==> config.mk <==
export PLATFORM = sky130hd
export DESIGN_NAME = sdtq_front
export DESIGN_NICKNAME = d
export VERILOG_FILES = /design/src/design/sdtq_pkg.sv /design/src/design/sdtq_front.sv
export SDC_FILE = /design/constraint.sdc
export NUM_CORES = 1
export LEC_CHECK = 0
export ABC_CLOCK_PERIOD_IN_PS = 11700
export BUFFER_PORTS_ARGS = -buffer_cell sky130_fd_sc_hd__buf_2
export CORE_AREA = 4 4 195 159
export CTS_CLUSTER_SIZE = 30
export DETAILED_ROUTE_END_ITERATION = 10
export DIE_AREA = 0 0 199 163
export PLACE_DENSITY = 0.56
export SETUP_SLACK_MARGIN = 0.05
export SYNTH_ARGS = -nofsm -noshare
export SYNTH_HDL_FRONTEND = slang
export SYNTH_SLANG_ARGS = --single-unit
==> constraint.sdc <==
create_clock -name clk -period 11.7 [get_ports clk]
set_clock_uncertainty 0.2 [all_clocks]
set_input_delay 2.34 -clock clk [delete_from_list [all_inputs] [get_ports clk]]
set_output_delay 2.34 -clock clk [all_outputs]
set_load 0.1 [all_outputs]
==> src/design/sdtq_pkg.sv <==
// Package for the sorted deadline timer queue: item types, codes and sizes.
// No dependencies.
package sdtq_pkg;
  localparam int NUM_TIMERS = 64;
  localparam int IDW = 6;
  localparam int CW = $clog2(NUM_TIMERS + 1);

  localparam logic [1:0] OP_ADD = 2'd0;
  localparam logic [1:0] OP_ADJ = 2'd1;
  localparam logic [1:0] OP_DEL = 2'd2;
  localparam logic [1:0] OP_TICK = 2'd3;

  localparam logic [1:0] KIND_ACK = 2'd0;
  localparam logic [1:0] KIND_EXPIRED = 2'd1;
  localparam logic [1:0] KIND_ERROR = 2'd2;

  typedef struct packed {
    logic [1:0]  opcode;
    logic [5:0]  timer_id;
    logic [31:0] deadline;
    logic [31:0] now_time;
  } in_item_t;

  typedef struct packed {
    logic [1:0] result_kind;
    logic [5:0] expired_id;
    logic       last_result;
  } out_item_t;

  typedef enum logic [1:0] {
    CMD_INSERT, CMD_REMOVE, CMD_MOVE, CMD_TICK
  } cmd_kind_t;

  // Command passed from the front end to the queue engine.
  typedef struct packed {
    cmd_kind_t   kind;
    logic [5:0]  id;
    logic [31:0] value;
  } cmd_t;

  typedef enum logic [1:0] {
    ST_IDLE, ST_REMOVE, ST_INSERT, ST_POP
  } eng_state_t;
endpackage

==> src/design/sdtq_front.sv <==
// Front end: checks each item against the presence map, answers add, adjust and
// delete at once and queues commands for the engine. Uses sdtq_pkg.
module sdtq_front (
  input  logic                clk,
  input  logic                rst_n,
  input  logic                in_valid,
  output logic                in_stall,
  input  sdtq_pkg::in_item_t  in_item,
  output logic                ack_valid,
  output sdtq_pkg::out_item_t ack_item,
  input  logic                ack_take,
  output logic                cmd_valid,
  output sdtq_pkg::cmd_t      cmd,
  input  logic                cmd_take,
  input  logic                clr_valid,
  input  logic [5:0]          clr_id,
  input  logic                eng_busy
);
  logic [sdtq_pkg::NUM_TIMERS-1:0] present_r, present_nxt;
  sdtq_pkg::cmd_t q_r [2];
  logic [1:0] cnt_r, cnt_nxt;
  logic wp_r, rp_r;
  logic tick_busy_r, tick_busy_nxt;
  logic ackv_r;
  sdtq_pkg::out_item_t ack_r;
  logic accept, ok, pres, isq;
  sdtq_pkg::cmd_t ncmd;

  assign pres = (32'(in_item.timer_id) < sdtq_pkg::NUM_TIMERS) &&
                present_r[in_item.timer_id[$clog2(sdtq_pkg::NUM_TIMERS)-1:0]];
  assign in_stall = (cnt_r == 2'd2) || tick_busy_r || eng_busy || (ackv_r && !ack_take);
  assign accept = in_valid && !in_stall;

  always_comb begin
    ok = 1'b0;
    isq = 1'b0;
    ncmd.id = in_item.timer_id;
    ncmd.value = in_item.deadline;
    ncmd.kind = sdtq_pkg::CMD_INSERT;
    unique case (in_item.opcode)
      sdtq_pkg::OP_ADD: begin
        ok = (32'(in_item.timer_id) < sdtq_pkg::NUM_TIMERS) && !pres;
        isq = ok;
      end
      sdtq_pkg::OP_ADJ: begin
        ok = pres; isq = ok; ncmd.kind = sdtq_pkg::CMD_MOVE;
      end
      sdtq_pkg::OP_DEL: begin
        ok = pres; isq = ok; ncmd.kind = sdtq_pkg::CMD_REMOVE;
      end
      default: begin
        isq = 1'b1; ncmd.kind = sdtq_pkg::CMD_TICK; ncmd.value = in_item.now_time;
      end
    endcase
  end

  always_comb begin
    present_nxt = present_r;
    if (clr_valid) present_nxt[clr_id[$clog2(sdtq_pkg::NUM_TIMERS)-1:0]] = 1'b0;
    if (accept && ok) begin
      present_nxt[in_item.timer_id[$clog2(sdtq_pkg::NUM_TIMERS)-1:0]] =
        (in_item.opcode != sdtq_pkg::OP_DEL);
    end
    cnt_nxt = cnt_r + {1'b0, accept && isq} - {1'b0, cmd_take};
    tick_busy_nxt = tick_busy_r;
    if (accept && in_item.opcode == sdtq_pkg::OP_TICK) tick_busy_nxt = 1'b1;
    else if (cmd_take && cmd.kind == sdtq_pkg::CMD_TICK) tick_busy_nxt = 1'b0;
  end

  always_ff @(posedge clk) begin
    if (!rst_n) begin
      present_r <= '0;
      cnt_r <= '0;
      wp_r <= 1'b0;
      rp_r <= 1'b0;
      tick_busy_r <= 1'b0;
      ackv_r <= 1'b0;
    end else begin
      present_r <= present_nxt;
      cnt_r <= cnt_nxt;
      tick_busy_r <= tick_busy_nxt;
      if (accept && isq) wp_r <= !wp_r;
      if (cmd_take) rp_r <= !rp_r;
      if (accept && in_item.opcode != sdtq_pkg::OP_TICK) ackv_r <= 1'b1;
      else if (ack_take) ackv_r <= 1'b0;
    end
  end

  always_ff @(posedge clk) begin
    if (accept && isq) q_r[wp_r] <= ncmd;
    if (accept && in_item.opcode != sdtq_pkg::OP_TICK) begin
      ack_r.result_kind <= ok ? sdtq_pkg::KIND_ACK : sdtq_pkg::KIND_ERROR;
      ack_r.expired_id <= in_item.timer_id;
      ack_r.last_result <= 1'b1;
    end
  end

  assign cmd_valid = (cnt_r != 2'd0);
  assign cmd = q_r[rp_r];
  assign ack_valid = ackv_r;
  assign ack_item = ack_r;
endmodule

---- Word level (Yosys, flattened, before mapping) ----
Memories as Yosys holds them, arrays and structs flattened. A register that Yosys moved wholly into a read port is not among the register bits.
Cells that the tools add are included.
word-level totals
  output and inout bits ................... 52
  word-level logic and storage cells ...... 69
  memories kept ........................... 1
  register bits after elaboration ......... 78
  RAM bits ................................ 80
operators by class
  reductions and logical operators ........ 23
  equal/unequal tests ..................... 7
  add/sub/neg operators ................... 2
  bitwise operators ....................... 2
  mux-type cells .......................... 22
  order comparisons ....................... 4
memory list
  memory  words  bits a word  read ports  clocked after memory_dff  wr ports  line              RTL
  q_r     2      40           1           1                         1         sdtq_front.sv:20  sdtq_pkg::cmd_t q_r [2];
operators with widths
  cell                  count
  $mux W64              2
  $and A64 B64 Y64      1
  $bwmux W64            1
  $not A64 Y64          1
  $mux W32              1
  $lt A6 B7 Y1 const B  2
  $demux W1 S6          2
  $ge A6 B1 Y1 const B  2
  $mux W1               11
  $logic_and A1 B1 Y1   9
  $eq A2 B2 Y1 const B  4
  $bmux W1 S6           1
  $pmux W2 S3           1
  $reduce_bool A2 Y1    3
  $logic_not A1 Y1      5
  $ne A2 B2 Y1 const B  2
  $pmux W1 S2           2
  $logic_or A1 B1 Y1    3
  $reduce_or A3 Y1      1
  $add A2 B1 Y2         1
  $eq A2 B1 Y1 const B  1
  $logic_not A2 Y1      1
  $mux W2               1
  $reduce_or A2 Y1      1
  $sub A2 B1 Y2         1

---- Longest topological paths before layout ----
  depth in word-level cells ............... 9
  mapped depth ............................ 16

---- Worst setup path before layout ----
Ideal clock, no wire load.
  path kind ............................... in2reg
  start ................................... in in_item[65] (netlist name)
  end ..................................... mem q_r[0][0] (netlist name), enable pin
  stages on the path ...................... 9
  setup slack ............................. 5.205 ns
  data arrival time ....................... 5.858 ns
  required time ........................... 11.063 ns
  buffers on the path ..................... 2
  library setup time ...................... 0.437 ns
  cell sequence ........................... buf_2 > or2_1 > o221a_1 > o21a_1 > or4_1 > buf_2 > and4_1 > a211o_1 > nor2_1
on the way
  cells in the longest elaborated chain, start to end .. 7
ends and longest elaborated chain
  what                               line              RTL
  start: declaration                 sdtq_front.sv:8   input sdtq_pkg::in_item_t in_item,
  $bmux W1 S6 (*)                    sdtq_front.sv:30  present_r[in_item.timer_id[$clog2(sdtq_pkg::NUM_TIMERS)-1:0]];
  $mux W1 (implied by the code) (*)  sdtq_front.sv:30
  $logic_not A1 Y1                   sdtq_front.sv:42  ok = (32'(in_item.timer_id) < sdtq_pkg::NUM_TIMERS) && !pres;
  $pmux W1 S2 (*)                    sdtq_front.sv:40  unique case (in_item.opcode)
  $logic_and A1 B1 Y1 (*)            sdtq_front.sv:90  if (accept && isq) q_r[wp_r] <= ncmd;
  $mux W1 (*)                        sdtq_front.sv:90
  $mux W1 (implied by the code) (*)  sdtq_front.sv:90
  end: declaration                   sdtq_front.sv:20
Mark *: on every way between the ends. The rest lies on a longest branch, timed or not. The select of a mux whose other input is x is not followed.

---- Worst setup path in the final report ----
  start ................................... in in_item[65] (netlist name)
  end ..................................... reg cnt_r[1]
on the way
  cells in the longest elaborated chain, start to end .. 7
ends and longest elaborated chain
  what                               line              RTL
  $bmux W1 S6 (*)                    sdtq_front.sv:30
  $mux W1 (implied by the code) (*)  sdtq_front.sv:30
  $logic_not A1 Y1                   sdtq_front.sv:42
  $pmux W1 S2 (*)                    sdtq_front.sv:40
  $logic_and A1 B1 Y1 (*)            sdtq_front.sv:64  cnt_nxt = cnt_r + {1'b0, accept && isq} - {1'b0, cmd_take};
  $add A2 B1 Y2 (*)                  sdtq_front.sv:64
  $sub A2 B1 Y2 (*)                  sdtq_front.sv:64
  end signal: assignment             sdtq_front.sv:80  cnt_r <= cnt_nxt;
  end: declaration                   sdtq_front.sv:21  logic [1:0] cnt_r, cnt_nxt;
Marked as above.
A chain may end at the register's enable or synchronous reset.

==> flow_metrics.py <==
metrics = {
    "synthesis": {
        "synth_top_area_frac": 0.3250,
        "syn_area_per_cell_um2": 11.18,
        "synth-seq-cells": 158,
        "synth_nets": 810,
        "synthXorXnorAreaFrac": 0.003268,
        "synth_ff_type": "edfxtp_1",
        "synthTopCellsByCount": "edfxtp_1 (87), mux2i_1 (79), mux2_2 (74), dfxtp_1 (71), nand3_1 (69)",
        "ys_async_sr_fraction": 0,
        "synth_top_family_by_area": "multiplexers",
        "syn-cell-area_um2": 8039,
        "syn_inst": 719,
        "synth_top_area_cell": "edfxtp_1",
        "synthMuxAreaShare": 0.2095,
        "synthAdderAreaFrac": 0.009339,
        "synth.distinct_cells": 65,
        "yosysSeqAreaShare": 0.5018,
        "synth.most_common_cell": "edfxtp_1",
        "yosys-top-cells-area": "edfxtp_1 (32%), dfxtp_1 (18%), mux2_2 (10%)",
        "synth_edf_count": 87,
        "synth-simple-area-share": 0.1418,
        "synth-compound-area-share": 0.1013,
        "synth_warnings": 0,
    },
    "floorplan": {
        "fp.coreArea_um2": 29010,
        "die_x_um": 199,
        "initial_utilization": 0.2771,
        "rows": 56,
        "dieHeight_um": 163,
        "ios": 137,
        "die-area_um2": 32440,
    },
    "placed_design": {
        "dp_cells": 1188,
        "place_congestion": 0.8632,
        "place_hpwl_mm": 15.47,
        "numPortBuffers": 134,
    },
    "pwr": {
        "switchingPower_uw": 477.8,
        "netSwitchingFraction": 0.3285,
        "leakagePower_nw": 3.659,
        "p_seq_frac": 0.421,
        "fin_total_pwr_mw": 1.454,
        "p_clk_frac": 0.399,
        "power_density_nw_per_um2": 150.4,
        "ir_drop_mv": 0.09148,
        "combPwrFrac": 0.180,
        "p_int_uw": 976.7,
    },
    "timing": {
        "drv_slew": 0,
        "fmax_mhz": 170.5,
        "rsz0062_at_grt": "false",
        "tightestPinTransition_ns": 1.083,
        "period_minus_slack_ns": 5.866,
        "fin_crit_sh": 0.5013,
        "relSlewSlack": 0.2717,
        "fin_tns_setup_ns": 0,
        "finalSetupViolCount": 0,
        "finalHoldViolations": 0,
    },
    "drt": {
        "drc": 0,
        "wl_per_cell_um": 19.01,
        "wl_mm": 23.20,
        "via_per_inst": 5.107,
        "first_pass_iters": 5,
        "vias": 6230,
        "postRouteAntennaNets": 0,
        "drt_iter0_markers": 609,
    },
    "setup_path": {
        "critPathMaxFanout": 32,
        "r2r_setup_slack_ns": 8.15,
        "endpoint_kind": "flop",
        "cp-endpoint": "cnt_r[1]",
        "crit_type": "in -> reg",
        "timing.critical_path.from_type": "input port",
        "path_cells": "buf_2 -> and2b_1 -> and2_1 -> a221oi_1 -> or4_1 -> and4_1 -> a211o_1 -> ha_1 -> inv_1 -> ha_1 -> xor2_1 -> xnor2_1 -> nor2_1",
        "crit_path_top_delay_cell": "or4_1",
        "worst_path_most_repeated_cell": "ha_1",
        "reg2reg_depth": 7,
        "r2r_end": "present_r[51]",
        "r2r-start": "ack_valid",
        "cpPeakStageDelay_ns": 0.67,
        "arrival_ns": 5.99,
        "cp.required_ns": 11.82,
        "crit_start": "in_item[65]",
    },
    "status": {
        "status": "finished, final reports clean",
    },
    "cts": {
        "clockRootBuffer": "clkbuf_16",
        "ctsResizeCount": 0,
        "post-cts-setup-buffer-count": 0,
        "cts_tree": "built",
        "clock-sinks": 158,
        "h-tree-depth": 4,
        "clk_pin_slew_worst_paths_ns": 0.07,
        "cts_max_path_buffers": 2,
        "numCtsBuffers": 17,
        "clk_latency_ns": 0.43,
        "hold_buffers": 0,
    },
    "global_route": {
        "grt_max_degree": 70,
        "gr-total-overflow": 0,
        "antenna_found_initial": 0,
        "grt_pass1_wl_mm": 35.27,
        "grtUsageTotal": 0.1405,
        "grt_pass1_vias": 5981,
    },
    "finish": {
        "diodes": 0,
        "final_nets": 921,
        "fill_cells": 2915,
        "instances_no_fill": 1220,
        "drive_gt1_frac": 0.3381,
        "area_delta_synth_final_pct": 20.26,
    },
    "job": {
        "cap_violations": 0,
    },
    "min_path": {
        "holdCritPathClass": "reg -> reg",
    },
}
-- how the worst min path moves through the flow --
stage                       start       endpoint  slack [ns]  cells after the start
CTS                 present_r[46]  present_r[46]        0.28                      2
finish              present_r[46]  present_r[46]        0.27                      2
global placement    present_r[57]  present_r[57]        0.26                      2
detailed placement   present_r[1]   present_r[1]        0.27                      2
floorplan           present_r[56]  present_r[56]        0.25                      2
global route        present_r[11]  present_r[11]        0.29                      2
-- kinds of logic (layout without fill, tap and decap cells) --
kind of cell / after synthesis / after routing
mux: 156 / 156
simple gates: 219 / 219
compound gates: 118 / 118
xor+xnor: 3 / 3
other cells: 2 / 2
flops: 158 / 158
buf+inv: 57 / 181
fa+ha+maj: 6 / 6
-- per-layer routing --
metal,global-route usage,vias up,wire length [um]
met5,0,-,0
met4,0.02921,0,259
met3,0.03537,23,2022
met2,0.2071,275,9738
met1,0.2085,3009,11180
li1,-,2923,-
-- power by group through the flow --
stage	clock network (mW)	registers [mW]	logic, mW
6_report	0.580	0.613	0.261
4_1_cts	0.594	0.613	0.262
5_1_grt	0.620	0.615	0.275
3_5_place_dp	0	0.626	0.261
3_3_place_gp	0	0.626	0.260
2_1_floorplan	0	0.631	0.198
-- sequential cells by signal (all words and copies together), names as in the netlist, named ones only --
name	flops
tick_busy_r	1
ack_valid	1
rp_r	1
wp_r	1
cnt_r	2
q_r	80
ack_item	7
present_r	64
-- layout by cell type (no fill, tap or decap), types with 3 or more instances in the layout --
cell	n
buf_2	134
edfxtp_1	87
mux2i_1	79
mux2_2	74
dfxtp_1	70
nand3_1	69
nand2_1	60
o21ai_0	44
nor2_1	24
o21ai_1	18
clkbuf_16	17
nand4_1	11
inv_1	8
nand2b_1	8
a31oi_1	8
nor4_2	8
a21boi_2	8
nor2b_1	7
o311ai_0	7
a221oi_1	6
clkinv_8	6
inv_8	6
ha_1	5
buf_4	5
or2_2	4
and2_1	4
nand3b_1	3
nor3_1	3
nor3_2	3
o211ai_1	3
nor3b_1	3
-- stage by stage --
step           hold slack [ns]  instance area, um^2  setup WS, ns  utilization
5_1_grt                 0.2929                 9668         5.536       0.3333
3_5_place_dp            0.2694                 9030         5.424       0.3113
6_report                0.2744                 9668         5.834       0.3333
2_1_floorplan           0.2459                 8039         5.205            -
3_3_place_gp            0.2603                 9030         5.518       0.3113
4_1_cts                 0.2801                 9668         5.846       0.3333
-- critical path: cells and delay by family --
| kind | cells | cell delay [ns] |
|---|---|---|
| AND/OR/NAND/NOR | 5 | 1.70 |
| buffers and inverters | 2 | 0.57 |
| AO/OA/AOI/OAI | 2 | 0.56 |
| adder cells (fa/ha/maj) | 2 | 0.48 |
| XOR/XNOR | 2 | 0.30 |
-- area by class of cell --
type | count | area (um^2) | share of cell area
sequential | 158 | 4035 | 0.4174
multi-input combinational | 504 | 3777 | 0.3907
timing repair buffer | 139 | 708.2 | 0.07325
tap | 377 | 471.7 | 0.04879
clock buffer | 17 | 425.4 | 0.04400
clock inverter | 15 | 212.7 | 0.02200
inverter | 10 | 37.54 | 0.003882
No activity file was read; power rests on OpenSTA's default activity.
